### config.mk
export PLATFORM = sky130hd
export DESIGN_NAME = encoder_difference_iir_controller
export DESIGN_NICKNAME = d
export VERILOG_FILES = /design/src/hw/rtl/edic_pkg.sv /design/src/hw/rtl/edic_csr.sv /design/src/hw/rtl/edic_dp.sv /design/src/hw/rtl/edic_seq.sv /design/src/hw/rtl/encoder_difference_iir_controller.sv
export VERILOG_INCLUDE_DIRS = /design/src /design/src/hw/rtl
export SDC_FILE = /design/constraint.sdc
export NUM_CORES = 2
export LEC_CHECK = 0
export BUFFER_PORTS_ARGS = -buffer_cell sky130_fd_sc_hd__buf_2
export CAP_MARGIN = 20
export CORE_ASPECT_RATIO = 1.2
export CORE_MARGIN = 3
export CORE_UTILIZATION = 30
export CTS_BUF_LIST = sky130_fd_sc_hd__clkbuf_16
export CTS_CLUSTER_SIZE = 14
export DETAILED_ROUTE_END_ITERATION = 8
export PLACE_DENSITY_LB_ADDON = 0.05
export SYNTH_ARGS = -nofsm -noshare
export SYNTH_HDL_FRONTEND = slang
export SYNTH_SLANG_ARGS = --single-unit
### constraint.sdc
create_clock -name clock -period 14.7 [get_ports clock]
set_clock_uncertainty 0.05 [all_clocks]
set_input_delay 1.47 -clock clock [delete_from_list [all_inputs] [get_ports clock]]
set_output_delay 1.47 -clock clock [all_outputs]
set_load 0.01 [all_outputs]
### src/hw/rtl/encoder_difference_iir_controller_defines.svh
// assertion macros for the controller rtl
`ifndef ENCODER_DIFFERENCE_IIR_CONTROLLER_DEFINES_SVH
`define ENCODER_DIFFERENCE_IIR_CONTROLLER_DEFINES_SVH

// same-cycle implication
`define EDIC_ASSERT_NOW(label, clk, rst, ante, cons) \
   label: assert property (@(posedge clk) disable iff (rst) (ante) |-> (cons)) \
      else $error("edic assertion failed");

// next-cycle implication
`define EDIC_ASSERT_NEXT(label, clk, rst, ante, cons) \
   label: assert property (@(posedge clk) disable iff (rst) (ante) |=> (cons)) \
      else $error("edic assertion failed");

`endif

### src/hw/rtl/edic_pkg.sv
// shared types and constants of the encoder difference iir controller
package edic_pkg;

   localparam int COEF_FRAC_BITS  = 28;
   localparam int DRIVE_FRAC_BITS = 14;
   localparam int ERR_SHIFT       = COEF_FRAC_BITS - DRIVE_FRAC_BITS;
   localparam int DRV_SHIFT       = COEF_FRAC_BITS - 16;
   localparam int ANGLE_SHIFT     = 14;
   localparam int OUT_SHIFT       = 16;

   localparam int ANGLE_W = 65;
   localparam int FILT_W  = 67;

   localparam logic signed [15:0] DRIVE_HI =
      (DRIVE_FRAC_BITS >= 15) ? 16'sh7fff : 16'(1 << DRIVE_FRAC_BITS);
   localparam logic signed [15:0] DRIVE_LO = 16'(-(1 << DRIVE_FRAC_BITS));

   localparam int CSR_ADDR_W = 5;

   typedef enum logic [2:0] {
      REG_LEFT_GAIN,
      REG_RIGHT_GAIN,
      REG_COEF_A1,
      REG_COEF_A2,
      REG_COEF_B0,
      REG_COEF_B1,
      REG_COEF_B2
   } csr_reg_type;

   localparam logic signed [31:0] RST_LEFT_GAIN  = -32'sd3182320;
   localparam logic signed [31:0] RST_RIGHT_GAIN = 32'sd3167380;
   localparam logic signed [31:0] RST_COEF_A1    = 32'sd476526622;
   localparam logic signed [31:0] RST_COEF_A2    = -32'sd208131431;
   localparam logic signed [31:0] RST_COEF_B0    = 32'sd53684407;
   localparam logic signed [31:0] RST_COEF_B1    = -32'sd71328669;
   localparam logic signed [31:0] RST_COEF_B2    = 32'sd17657953;

   typedef struct packed {
      logic signed [31:0] left_gain;
      logic signed [31:0] right_gain;
      logic signed [31:0] coef_a1;
      logic signed [31:0] coef_a2;
      logic signed [31:0] coef_b0;
      logic signed [31:0] coef_b1;
      logic signed [31:0] coef_b2;
   } edic_cfg_type;

   typedef enum logic [2:0] {
      TERM_LEFT,
      TERM_RIGHT,
      TERM_A1,
      TERM_A2,
      TERM_B1,
      TERM_B2,
      TERM_B0
   } term_type;

   typedef enum logic {
      ST_IDLE,
      ST_RUN
   } state_type;

   localparam int STEP_W = 4;
   localparam logic [STEP_W-1:0] STEP_LAST_MUL = 4'd6;
   localparam logic [STEP_W-1:0] STEP_ERR      = 4'd3;
   localparam logic [STEP_W-1:0] STEP_FINISH   = 4'd8;

   typedef struct packed {
      logic     load;
      logic     mul_en;
      term_type mul_sel;
      logic     err_set;
      logic     finish;
   } edic_ctrl_type;

endpackage

### src/hw/rtl/edic_csr.sv
// configuration register file with apb-style access
module edic_csr (
   input  logic                              clock,
   input  logic                              reset,
   input  logic                              csr_psel,
   input  logic                              csr_penable,
   input  logic                              csr_pwrite,
   input  logic [edic_pkg::CSR_ADDR_W-1:0]   csr_paddr,
   input  logic [31:0]                       csr_pwdata,
   output logic [31:0]                       csr_prdata,
   output logic                              csr_pready,
   output edic_pkg::edic_cfg_type            cfg
);

   edic_pkg::edic_cfg_type cfg_ff;
   edic_pkg::edic_cfg_type cfg_in;
   edic_pkg::csr_reg_type  reg_idx;
   logic                   wr_en;

   assign reg_idx    = edic_pkg::csr_reg_type'(csr_paddr[edic_pkg::CSR_ADDR_W-1:2]);
   assign wr_en      = csr_psel & csr_penable & csr_pwrite;
   assign csr_pready = 1'b1;
   assign cfg        = cfg_ff;

   always_comb begin
      cfg_in = cfg_ff;
      if (wr_en) begin
         case (reg_idx)
            edic_pkg::REG_LEFT_GAIN:  cfg_in.left_gain  = csr_pwdata;
            edic_pkg::REG_RIGHT_GAIN: cfg_in.right_gain = csr_pwdata;
            edic_pkg::REG_COEF_A1:    cfg_in.coef_a1    = csr_pwdata;
            edic_pkg::REG_COEF_A2:    cfg_in.coef_a2    = csr_pwdata;
            edic_pkg::REG_COEF_B0:    cfg_in.coef_b0    = csr_pwdata;
            edic_pkg::REG_COEF_B1:    cfg_in.coef_b1    = csr_pwdata;
            edic_pkg::REG_COEF_B2:    cfg_in.coef_b2    = csr_pwdata;
            default: begin
            end
         endcase
      end
   end

   always_comb begin
      case (reg_idx)
         edic_pkg::REG_LEFT_GAIN:  csr_prdata = cfg_ff.left_gain;
         edic_pkg::REG_RIGHT_GAIN: csr_prdata = cfg_ff.right_gain;
         edic_pkg::REG_COEF_A1:    csr_prdata = cfg_ff.coef_a1;
         edic_pkg::REG_COEF_A2:    csr_prdata = cfg_ff.coef_a2;
         edic_pkg::REG_COEF_B0:    csr_prdata = cfg_ff.coef_b0;
         edic_pkg::REG_COEF_B1:    csr_prdata = cfg_ff.coef_b1;
         edic_pkg::REG_COEF_B2:    csr_prdata = cfg_ff.coef_b2;
         default:                  csr_prdata = '0;
      endcase
   end

   always_ff @(posedge clock) begin
      if (reset) begin
         cfg_ff.left_gain  <= edic_pkg::RST_LEFT_GAIN;
         cfg_ff.right_gain <= edic_pkg::RST_RIGHT_GAIN;
         cfg_ff.coef_a1    <= edic_pkg::RST_COEF_A1;
         cfg_ff.coef_a2    <= edic_pkg::RST_COEF_A2;
         cfg_ff.coef_b0    <= edic_pkg::RST_COEF_B0;
         cfg_ff.coef_b1    <= edic_pkg::RST_COEF_B1;
         cfg_ff.coef_b2    <= edic_pkg::RST_COEF_B2;
      end else begin
         cfg_ff <= cfg_in;
      end
   end

endmodule

### src/hw/rtl/edic_dp.sv
// datapath: shared multiplier, angle and filter accumulators, history
module edic_dp (
   input  logic                          clock,
   input  logic                          reset,
   input  edic_pkg::edic_ctrl_type       ctrl,
   input  edic_pkg::edic_cfg_type        cfg,
   input  logic signed [31:0]            left_count,
   input  logic signed [31:0]            right_count,
   output logic signed [15:0]            drive,
   output logic signed [31:0]            angle_difference
);

   localparam int AW = edic_pkg::ANGLE_W;
   localparam int FW = edic_pkg::FILT_W;
   localparam logic signed [AW-1:0] ANGLE_HALF = AW'(1) << (edic_pkg::ANGLE_SHIFT - 1);
   localparam logic signed [FW-1:0] FILT_HALF  = FW'(1) << (edic_pkg::OUT_SHIFT - 1);
   localparam logic signed [FW-1:0] HI_EXT     = FW'(edic_pkg::DRIVE_HI);
   localparam logic signed [FW-1:0] LO_EXT     = FW'(edic_pkg::DRIVE_LO);

   logic signed [31:0]    lc_ff, lc_in, rc_ff, rc_in;
   logic signed [31:0]    op_a, op_b;
   logic signed [63:0]    prod_ff, prod_in;
   edic_pkg::term_type    prod_sel_ff, prod_sel_in;
   logic                  prod_vld_ff, prod_vld_in;
   logic signed [AW-1:0]  angle_acc_ff, angle_acc_in;
   logic signed [FW-1:0]  filt_acc_ff, filt_acc_in;
   logic signed [31:0]    err_ff, err_in;
   logic signed [15:0]    drv_p1_ff, drv_p1_in, drv_p2_ff, drv_p2_in;
   logic signed [31:0]    err_p1_ff, err_p1_in, err_p2_ff, err_p2_in;
   logic signed [15:0]    out_drive_ff, out_drive_in;
   logic signed [31:0]    out_angle_ff, out_angle_in;

   logic signed [AW-1:0]  prod_angle;
   logic signed [63:0]    term_drv, term_err;
   logic signed [AW-1:0]  angle_rnd;
   logic signed [FW-1:0]  filt_rnd;
   logic signed [15:0]    drive_sat;
   logic                  angle_fits;

   always_comb begin
      case (ctrl.mul_sel)
         edic_pkg::TERM_LEFT: begin
            op_a = cfg.left_gain;
            op_b = lc_ff;
         end
         edic_pkg::TERM_RIGHT: begin
            op_a = cfg.right_gain;
            op_b = rc_ff;
         end
         edic_pkg::TERM_A1: begin
            op_a = cfg.coef_a1;
            op_b = 32'(drv_p1_ff);
         end
         edic_pkg::TERM_A2: begin
            op_a = cfg.coef_a2;
            op_b = 32'(drv_p2_ff);
         end
         edic_pkg::TERM_B1: begin
            op_a = cfg.coef_b1;
            op_b = err_p1_ff;
         end
         edic_pkg::TERM_B2: begin
            op_a = cfg.coef_b2;
            op_b = err_p2_ff;
         end
         edic_pkg::TERM_B0: begin
            op_a = cfg.coef_b0;
            op_b = err_ff;
         end
         default: begin
            op_a = '0;
            op_b = '0;
         end
      endcase
   end

   assign prod_in     = op_a * op_b;
   assign prod_sel_in = ctrl.mul_en ? ctrl.mul_sel : prod_sel_ff;
   assign prod_vld_in = ctrl.mul_en;

   assign prod_angle = AW'(prod_ff);
   assign term_drv   = prod_ff >>> edic_pkg::DRV_SHIFT;
   assign term_err   = prod_ff >>> edic_pkg::ERR_SHIFT;

   always_comb begin
      angle_acc_in = angle_acc_ff;
      filt_acc_in  = filt_acc_ff;
      if (ctrl.load) begin
         angle_acc_in = '0;
         filt_acc_in  = '0;
      end else if (prod_vld_ff) begin
         case (prod_sel_ff)
            edic_pkg::TERM_LEFT:  angle_acc_in = angle_acc_ff + prod_angle;
            edic_pkg::TERM_RIGHT: angle_acc_in = angle_acc_ff - prod_angle;
            edic_pkg::TERM_A1,
            edic_pkg::TERM_A2:    filt_acc_in  = filt_acc_ff + FW'(term_drv);
            edic_pkg::TERM_B1,
            edic_pkg::TERM_B2,
            edic_pkg::TERM_B0:    filt_acc_in  = filt_acc_ff + FW'(term_err);
            default: begin
            end
         endcase
      end
   end

   // round to q15.16 and saturate to 32 bits
   assign angle_rnd  = (angle_acc_ff + ANGLE_HALF) >>> edic_pkg::ANGLE_SHIFT;
   assign angle_fits = (&angle_rnd[AW-1:31]) | ~(|angle_rnd[AW-1:31]);

   always_comb begin
      if (angle_fits) begin
         err_in = angle_rnd[31:0];
      end else if (angle_rnd[AW-1]) begin
         err_in = 32'sh8000_0000;
      end else begin
         err_in = 32'sh7fff_ffff;
      end
      if (!ctrl.err_set) begin
         err_in = err_ff;
      end
   end

   // round filter sum to drive and clamp
   assign filt_rnd = (filt_acc_ff + FILT_HALF) >>> edic_pkg::OUT_SHIFT;

   always_comb begin
      if (filt_rnd > HI_EXT) begin
         drive_sat = edic_pkg::DRIVE_HI;
      end else if (filt_rnd < LO_EXT) begin
         drive_sat = edic_pkg::DRIVE_LO;
      end else begin
         drive_sat = filt_rnd[15:0];
      end
   end

   always_comb begin
      lc_in        = ctrl.load ? left_count  : lc_ff;
      rc_in        = ctrl.load ? right_count : rc_ff;
      drv_p1_in    = drv_p1_ff;
      drv_p2_in    = drv_p2_ff;
      err_p1_in    = err_p1_ff;
      err_p2_in    = err_p2_ff;
      out_drive_in = out_drive_ff;
      out_angle_in = out_angle_ff;
      if (ctrl.finish) begin
         drv_p1_in    = drive_sat;
         drv_p2_in    = drv_p1_ff;
         err_p1_in    = err_ff;
         err_p2_in    = err_p1_ff;
         out_drive_in = drive_sat;
         out_angle_in = err_ff;
      end
   end

   always_ff @(posedge clock) begin
      lc_ff        <= lc_in;
      rc_ff        <= rc_in;
      prod_ff      <= prod_in;
      prod_sel_ff  <= prod_sel_in;
      angle_acc_ff <= angle_acc_in;
      filt_acc_ff  <= filt_acc_in;
      err_ff       <= err_in;
      out_drive_ff <= out_drive_in;
      out_angle_ff <= out_angle_in;
   end

   always_ff @(posedge clock) begin
      if (reset) begin
         prod_vld_ff <= 1'b0;
         drv_p1_ff   <= '0;
         drv_p2_ff   <= '0;
         err_p1_ff   <= '0;
         err_p2_ff   <= '0;
      end else begin
         prod_vld_ff <= prod_vld_in;
         drv_p1_ff   <= drv_p1_in;
         drv_p2_ff   <= drv_p2_in;
         err_p1_ff   <= err_p1_in;
         err_p2_ff   <= err_p2_in;
      end
   end

   assign drive            = out_drive_ff;
   assign angle_difference = out_angle_ff;

endmodule

### src/hw/rtl/edic_seq.sv
// sequencer stepping the shared multiplier through one control tick
`include "encoder_difference_iir_controller_defines.svh"

module edic_seq (
   input  logic                     clock,
   input  logic                     reset,
   input  logic                     req_tvalid,
   output logic                     req_tready,
   output logic                     rsp_tvalid,
   input  logic                     rsp_tready,
   output edic_pkg::edic_ctrl_type  ctrl
);

   edic_pkg::state_type               state_ff, state_in;
   logic [edic_pkg::STEP_W-1:0]       step_ff, step_in;
   logic                              rsp_valid_ff, rsp_valid_in;
   logic                              out_free;
   logic                              running;
   logic                              at_finish;

   assign out_free  = ~rsp_valid_ff | rsp_tready;
   assign running   = (state_ff == edic_pkg::ST_RUN);
   assign at_finish = running & (step_ff == edic_pkg::STEP_FINISH);

   always_comb begin
      case (state_ff)
         edic_pkg::ST_IDLE: begin
            state_in = req_tvalid ? edic_pkg::ST_RUN : edic_pkg::ST_IDLE;
         end
         edic_pkg::ST_RUN: begin
            if ((step_ff == edic_pkg::STEP_FINISH) && out_free) begin
               state_in = edic_pkg::ST_IDLE;
            end else begin
               state_in = edic_pkg::ST_RUN;
            end
         end
         default: state_in = edic_pkg::ST_IDLE;
      endcase
   end

   always_comb begin
      req_tready   = (state_ff == edic_pkg::ST_IDLE);
      ctrl.load    = req_tready & req_tvalid;
      ctrl.mul_en  = running & (step_ff <= edic_pkg::STEP_LAST_MUL);
      ctrl.mul_sel = edic_pkg::term_type'(step_ff[2:0]);
      ctrl.err_set = running & (step_ff == edic_pkg::STEP_ERR);
      ctrl.finish  = running & (step_ff == edic_pkg::STEP_FINISH) & out_free;
      rsp_tvalid   = rsp_valid_ff;
   end

   always_comb begin
      step_in = step_ff;
      if (ctrl.load) begin
         step_in = '0;
      end else if (running && (step_ff != edic_pkg::STEP_FINISH)) begin
         step_in = step_ff + 1'b1;
      end
   end

   always_comb begin
      rsp_valid_in = rsp_valid_ff & ~rsp_tready;
      if (ctrl.finish) begin
         rsp_valid_in = 1'b1;
      end
   end

   always_ff @(posedge clock) begin
      if (reset) begin
         state_ff     <= edic_pkg::ST_IDLE;
         step_ff      <= '0;
         rsp_valid_ff <= 1'b0;
      end else begin
         state_ff     <= state_in;
         step_ff      <= step_in;
         rsp_valid_ff <= rsp_valid_in;
      end
   end

   `EDIC_ASSERT_NEXT(a_load_starts, clock, reset, ctrl.load, running && (step_ff == '0))
   `EDIC_ASSERT_NEXT(a_finish_shows, clock, reset, ctrl.finish, rsp_valid_ff)
   `EDIC_ASSERT_NEXT(a_stall_holds, clock, reset, at_finish && !out_free, at_finish)

endmodule

### src/hw/rtl/encoder_difference_iir_controller.sv
// Encoder difference controller: each request carries the left and right encoder counts of one
// control tick and yields one response with the clamped drive (Q1.14) and the saturated angle
// difference (Q15.16). A single 32x32 multiplier is shared by the two gain products and the five
// filter taps, one product a cycle under a small sequencer. A request is accepted in idle and
// its response is registered at the finish step; a new one waits for idle. The user must
// write coefficient and gain registers over the csr port only while no request is in flight;
// the block does not enforce it. A response not yet taken holds the block in its last step.
module encoder_difference_iir_controller (
   input  logic                              clock,
   input  logic                              reset,
   input  logic                              req_tvalid,
   output logic                              req_tready,
   input  logic [63:0]                       req_tdata,   // left_count in [31:0], right_count in [63:32]
   output logic                              rsp_tvalid,
   input  logic                              rsp_tready,
   output logic [47:0]                       rsp_tdata,   // drive in [15:0], angle_difference in [47:16]
   input  logic                              csr_psel,
   input  logic                              csr_penable,
   input  logic                              csr_pwrite,
   input  logic [edic_pkg::CSR_ADDR_W-1:0]   csr_paddr,
   input  logic [31:0]                       csr_pwdata,
   output logic [31:0]                       csr_prdata,
   output logic                              csr_pready
);

   edic_pkg::edic_cfg_type   cfg;
   edic_pkg::edic_ctrl_type  ctrl;
   logic signed [15:0]       drive;
   logic signed [31:0]       angle_difference;

   edic_csr u_csr (
      .clock       (clock),
      .reset       (reset),
      .csr_psel    (csr_psel),
      .csr_penable (csr_penable),
      .csr_pwrite  (csr_pwrite),
      .csr_paddr   (csr_paddr),
      .csr_pwdata  (csr_pwdata),
      .csr_prdata  (csr_prdata),
      .csr_pready  (csr_pready),
      .cfg         (cfg)
   );

   edic_seq u_seq (
      .clock      (clock),
      .reset      (reset),
      .req_tvalid (req_tvalid),
      .req_tready (req_tready),
      .rsp_tvalid (rsp_tvalid),
      .rsp_tready (rsp_tready),
      .ctrl       (ctrl)
   );

   edic_dp u_dp (
      .clock            (clock),
      .reset            (reset),
      .ctrl             (ctrl),
      .cfg              (cfg),
      .left_count       ($signed(req_tdata[31:0])),
      .right_count      ($signed(req_tdata[63:32])),
      .drive            (drive),
      .angle_difference (angle_difference)
   );

   assign rsp_tdata = {angle_difference, drive};

endmodule
Word level (Yosys, flattened, before mapping)
Cells that the tools add are included.
{"block": "totals", "regBits": 670, "latch_bits": 0, "mem_bits_rw": 0, "mem_bits_ro": 0, "inputBits": 108, "out_inout_bits": 83, "elab_cells": 104, "mem_count": 0}
{"block": "op_classes", "addsub": 7, "mul": 1, "div_mod_pow": 0, "order_cmp": 3, "eq_ne": 21, "shifts": 0, "n_mux": 13, "n_bitwise": 14, "n_reduce_logical": 21}
{"op": "32-bit one-hot mux with 7 select lines", "n": 3}
{"op": "67-bit one-hot mux with 2 select lines", "n": 1}
{"op": "65-bit one-hot mux with 2 select lines", "n": 1}
{"op": "67-bit by 17-bit adder with 67-bit output (second input constant)", "n": 1}
{"op": "67-bit by 50-bit adder with 67-bit output", "n": 1}
{"op": "67-bit by 52-bit adder with 67-bit output", "n": 1}
{"op": "65-bit by 15-bit adder with 65-bit output (second input constant)", "n": 1}
{"op": "65-bit by 64-bit adder with 65-bit output", "n": 1}
{"op": "65-bit by 64-bit subtractor with 65-bit output", "n": 1}
{"op": "32-bit by 32-bit multiplier with 64-bit output", "n": 1}
{"op": "32-bit 2-to-1 mux", "n": 2}
{"op": "51-bit by 16-bit greater-than comparator with 1-bit output (second input constant)", "n": 1}
{"op": "51-bit by 15-bit less-than comparator with 1-bit output (second input constant)", "n": 1}
{"op": "16-bit 2-to-1 mux", "n": 2}
{"op": "3-bit equality test (second input constant)", "n": 9}
{"op": "20-bit AND reduction", "n": 1}
{"op": "20-bit OR reduction", "n": 1}
{"op": "3-bit by 2-bit equality test with 1-bit output (second input constant)", "n": 6}
{"op": "2-bit AND reduction", "n": 9}
{"op": "3-bit by 1-bit equality test with 1-bit output (second input constant)", "n": 3}
{"op": "3-bit logical NOT", "n": 3}
{"op": "1-bit AND", "n": 8}
{"op": "4-bit by 1-bit adder with 4-bit output (second input constant)", "n": 1}
{"op": "4-bit by 2-bit equality test with 1-bit output (second input constant)", "n": 1}
{"op": "11 further kinds", "n": 20}

Longest topological paths before layout
{"block": "depth", "ltp_word": 5, "ltp_mapped": 41, "mapped_depth_nobuf": 34}

Modules after synthesis
From an unflattened synthesis, not the netlist that was laid out.
{"block": "hier_totals", "cells_unflattened": 8454, "hier_area_um2": 75423.6}
{"mod": "edic_dp", "n_inst": 1, "cells_per_inst": 7307, "area_each_um2": 64465.6, "seq_area_each_um2": 10279.9}
{"mod": "edic_csr", "n_inst": 1, "cells_per_inst": 1104, "area_each_um2": 10583.9, "seq_area_each_um2": 4484.3}
{"mod": "edic_seq", "n_inst": 1, "cells_per_inst": 43, "area_each_um2": 374.1, "seq_area_each_um2": 120.1}

Least setup slack after synthesis
No wires, ideal clock.
{"block": "synth_timing", "path_kind": "register to register", "start": "register u_seq.step_ff[2] (netlist bit)", "end": "register u_dp.prod_ff[59]", "setup_ns": 0.120, "arrival_time_ns": 10.071, "required_ns": 14.530, "slack_ns": 4.459, "stages_incl_launch_ff": 35, "path_cell_list": "dfxtp_1 > clkbuf_1 > clkbuf_1 > inv_1 > clkbuf_1 > buf_1 > ha_1 > clkbuf_1 > a22o_1 > clkbuf_1 > a2111oi_1 > clkbuf_1 > nor2_1 > fa_1 > inv_1 > fa_1 > inv_1 > fa_1 > fa_1 > fa_1 > fa_1 > fa_1 > inv_1 > fa_1 > inv_1 > ha_1 > nand3_1 > or3_1 > nor4_1 > a2111oi_0 > nor2_1 > a41oi_1 > o31ai_1 > a41oi_1 > xnor2_1"}
{"block": "synth_between", "elab_chain_len": 3}
{"element": "start: declaration", "line_no": "edic_seq.sv:15", "source": "logic [edic_pkg::STEP_W-1:0] step_ff, step_in;"}
{"element": "start signal: assignment", "line_no": "edic_seq.sv:74", "source": "step_ff <= step_in;"}
{"element": "3-bit equality test (tied with other cells)", "line_no": "edic_dp.sv:41", "source": "case (ctrl.mul_sel)"}
{"element": "32-bit one-hot mux with 7 select lines", "line_no": "edic_dp.sv:41"}
{"element": "32-bit by 32-bit multiplier with 64-bit output *", "line_no": "edic_dp.sv:77", "source": "assign prod_in = op_a * op_b;"}
{"element": "named net u_dp.prod_in[59]", "line_no": "edic_dp.sv:22", "source": "logic signed [63:0] prod_ff, prod_in;"}
{"element": "end signal: assignment", "line_no": "edic_dp.sv:158", "source": "prod_ff <= prod_in;"}
{"element": "end: declaration", "line_no": "edic_dp.sv:22"}
Mark *: on every way through the listed nets, which the timed path passes. The rest lies on a longest branch.
A chain may end at the register's enable or synchronous reset.

Worst setup path after layout
{"block": "layout_timing", "start": "register u_seq.step_ff[0] (netlist bit)", "end": "register u_dp.prod_ff[63]"}
The elaborated chain is that of the path after synthesis.

==> impl_metrics.py <==
metrics = {
    "detailed_routing": {
        "drt-initial-drc-count": 4092,
        "wl_per_cell_um": 25.7,
        "num_vias": 60712,
        "routed_wl_mm": 304,
        "ant_nets": 0,
        "drc": 0,
        "viasPerCell": 5.13,
        "dr.pass1.iters": 6,
    },
    "yosys": {
        "syn-mean-instance-area_um2": 8.56,
        "synth_edf_count": 147,
        "synth_area_leader_cell": "fa_1",
        "ys.warnings.count": 0,
        "synth-main-ff-cell": "dfxtp_1",
        "synth.most_common_cell": "nand2_1",
        "yosys_register_bits": 670,
        "synthTopCellsByArea": "fa_1 (30%), dfxtp_1 (14%), nand2_1 (8.0%)",
        "synth_top_area_share_pct": 29.5,
        "synth_cells": 8588,
        "synth_commonest_cells": "nand2_1 (1,570), inv_1 (1,098), fa_1 (1,084), nor2_1 (731), a21oi_1 (566)",
        "synthArstFlopShare_pct": 0,
        "synth_area_um2": 73500,
        "yosysSeqAreaShare_pct": 20.2,
        "synth.net_count": 10102,
        "synth.distinct_cells": 92,
    },
    "clock_tree": {
        "clk_pin_slew_ns": 0.06,
        "ctsHtreeMaxLevel": 3,
        "cts_buffers": 85,
        "ctsHoldBuffers": 0,
        "cts_buffer_depth": 3,
        "ctsRootBufferMaster": "clkbuf_16",
        "cts_resized": 0,
        "cts_tree": "yes",
        "clock_sinks": 670,
        "cts_setup_buffers": 0,
        "clkLatencyLatePin_ns": 0.75,
    },
    "run": {
        "maxCapViolations": 0,
    },
    "floorplan": {
        "die_h_um": 548,
        "num_rows": 198,
        "dieArea_um2": 251000,
        "die_x_um": 458,
        "core_area_um2": 243000,
        "ios": 191,
        "start_util_pct": 30.2,
    },
    "min_path": {
        "min_path_cells": 2,
        "hp-start": "u_dp.err_p1_ff[1]$_SDFFE_PP0P_",
        "hold_path_class": "reg -> reg",
        "whs_endpoint": "u_dp.err_p2_ff[1]$_SDFFE_PP0P_",
    },
    "critical_path": {
        "critical_path_required_ns": 15.23,
        "worst-path-buf-inv": 6,
        "timing.rr.start": "u_seq.step_ff[0]$_SDFFE_PP0P_",
        "crit_arrival_ns": 12.26,
        "path_class": "reg -> reg",
        "start_kind": "flop",
        "timing.critical_path.mode_cell": "fa_1",
        "cp_slowest_cell": "or2_2",
        "path_max_fanout": 27,
        "cp_top_family": "adder cells",
        "rr_worst_depth": 32,
        "crit_path_end_kind": "flop",
        "max_stage_delay_ns": 0.78,
        "reg2reg_slack_ns": 2.97,
        "r2r-end": "u_dp.prod_ff[63]$_DFF_P_",
    },
    "outcome": {
        "outcome": "complete, no violations",
    },
    "global_routing": {
        "grt_antenna_before_repair": 25,
        "grt_pass1_vias": 64073,
        "grt_max_degree": 225,
        "gr-usage-all-layers_pct": 24.1,
        "grt_pass1_wl_mm": 449,
        "overflow": 0,
    },
    "timing": {
        "hold_viol_final": 0,
        "period_minus_slack_ns": 11.73,
        "relSlewSlack_pct": 19.6,
        "grt_setup_unrepaired": "false",
        "tns_ns": 0,
        "fin_crit_sh_pct": 79.8,
        "fin_hold_ws_ns": 0.392,
        "report.final.slew_viol_count": 0,
        "worst_pin_slew_ns": 1.21,
        "fmax_mhz": 85.3,
        "finalSetupViolations": 0,
    },
    "placement": {
        "io_buffers": 187,
        "hpwlAfterDp_mm": 235,
        "gp_congestion": 0.882,
    },
    "cells_and_area": {
        "drive_gt1_share_pct": 7.98,
        "syn_to_final_growth_pct": 10.4,
        "final_nets": 10072,
    },
}
==> flip-flops by register name (all words and copies together), names as in the netlist <==
signal                 count
u_dp.prod_sel_ff           3
u_seq.rsp_tvalid           1
u_dp.err_p2_ff            32
u_dp.angle_difference     32
u_seq.step_ff              4
u_dp.prod_vld_ff           1
u_dp.drive                16
u_dp.drv_p2_ff            16
u_seq.running              1
u_dp.drv_p1_ff            16
u_dp.err_p1_ff            32
u_dp.lc_ff                32
u_dp.rc_ff                32
u_dp.prod_ff              64
u_dp.err_ff               32
u_csr.cfg                224
u_dp.angle_acc_ff         65
u_dp.filt_acc_ff          67
==> worst min-delay path: cells and delay by family (launching register included) <==
kind	cells	cell delay, ns
simple gates	1	0.06
flops	1	0.32
compound gates	1	0.05
==> worst max path at each step <==
stage	cells after the start	start	endpoint	slack (ns)
6_report	32	u_seq.step_ff[0]$_SDFFE_PP0P_	u_dp.prod_ff[63]$_DFF_P_	2.97
5_1_grt	29	u_seq.step_ff[2]$_SDFFE_PP0P_	u_dp.prod_ff[62]$_DFF_P_	2.44
4_1_cts	32	u_seq.step_ff[0]$_SDFFE_PP0P_	u_dp.prod_ff[63]$_DFF_P_	2.79
3_5_place_dp	32	u_seq.step_ff[0]$_SDFFE_PP0P_	u_dp.prod_ff[63]$_DFF_P_	2.87
3_3_place_gp	31	u_seq.step_ff[0]$_SDFFE_PP0P_	u_dp.prod_ff[63]$_DFF_P_	2.82
2_1_floorplan	34	u_seq.step_ff[2]$_SDFFE_PP0P_	u_dp.prod_ff[59]$_DFF_P_	4.46
==> routing by layer <==
| layer | share of wire (%) | up-vias | GRT usage (%) |
|---|---|---|---|
| met4 | 4.5 | 0 | 9.34 |
| met3 | 3.7 | 409 | 2.50 |
| met1 | 42 | 31025 | 30.4 |
| met5 | 0 | - | 0 |
| met2 | 50 | 1407 | 42.4 |
| li1 | - | 27871 | - |
==> cells by family after synthesis <==
group                    after synthesis  share of synthesized area [%]
other                                  1                        0.00510
buffers and inverters               1593                           8.20
AO/OA/AOI/OAI                       1425                           12.5
adder cells (fa/ha/maj)             1406                           35.0
multiplexers                         110                           1.76
AND/OR/NAND/NOR                     3064                           18.5
flip-flops                           670                           20.2
XOR/XNOR                             319                           3.81
==> layout make-up <==
cell class / instances / area [µm²]
tap: 3200 / 4000
sequential: 670 / 14900
antenna: 10 / 25.0
clock inverter: 74 / 599
fill: 25373 / 162000
timing repair buffer: 376 / 2410
clock buffer: 85 / 2130
multi-input combinational: 6325 / 53000
inverter: 1100 / 4140
==> through the flow <==
stage          setup slack, ns  cells  area, µm²  util [%]
6_report                  2.97  11840      81200      33.4
5_1_grt                   2.44  11837      81100      33.4
4_1_cts                   2.79  11829      81100      33.4
3_5_place_dp              2.87  11670      78400      32.3
3_3_place_gp              2.82  11669      78400      32.3
2_1_floorplan             4.46   8588      73500         -
==> cell usage in the layout, fill, tap and decap left out, drive strengths merged, types with 39 or more instances in the layout <==
cell type / synthesis / layout
xor2: 122 / 122
nor3: 85 / 85
o31ai: 40 / 40
and2: 52 / 52
mux2: 65 / 65
inv: 1098 / 1136
nand2: 1571 / 1571
and3: 58 / 58
dfxtp: 523 / 523
a21oi: 566 / 566
ha: 322 / 322
a222oi: 47 / 47
nand3: 97 / 97
nor2: 731 / 731
o21ai: 206 / 206
nand3b: 130 / 130
a21o: 125 / 125
nand4: 93 / 93
a22oi: 96 / 96
edfxtp: 147 / 147
buf: 57 / 376
clkbuf: 436 / 85
and4: 39 / 39
fa: 1084 / 1084
a211oi: 43 / 43
xnor2: 197 / 197
Power is left out: the tool's default activity adds up to more than one toggle a clock period on the data nets, which glitch-free logic cannot reach.
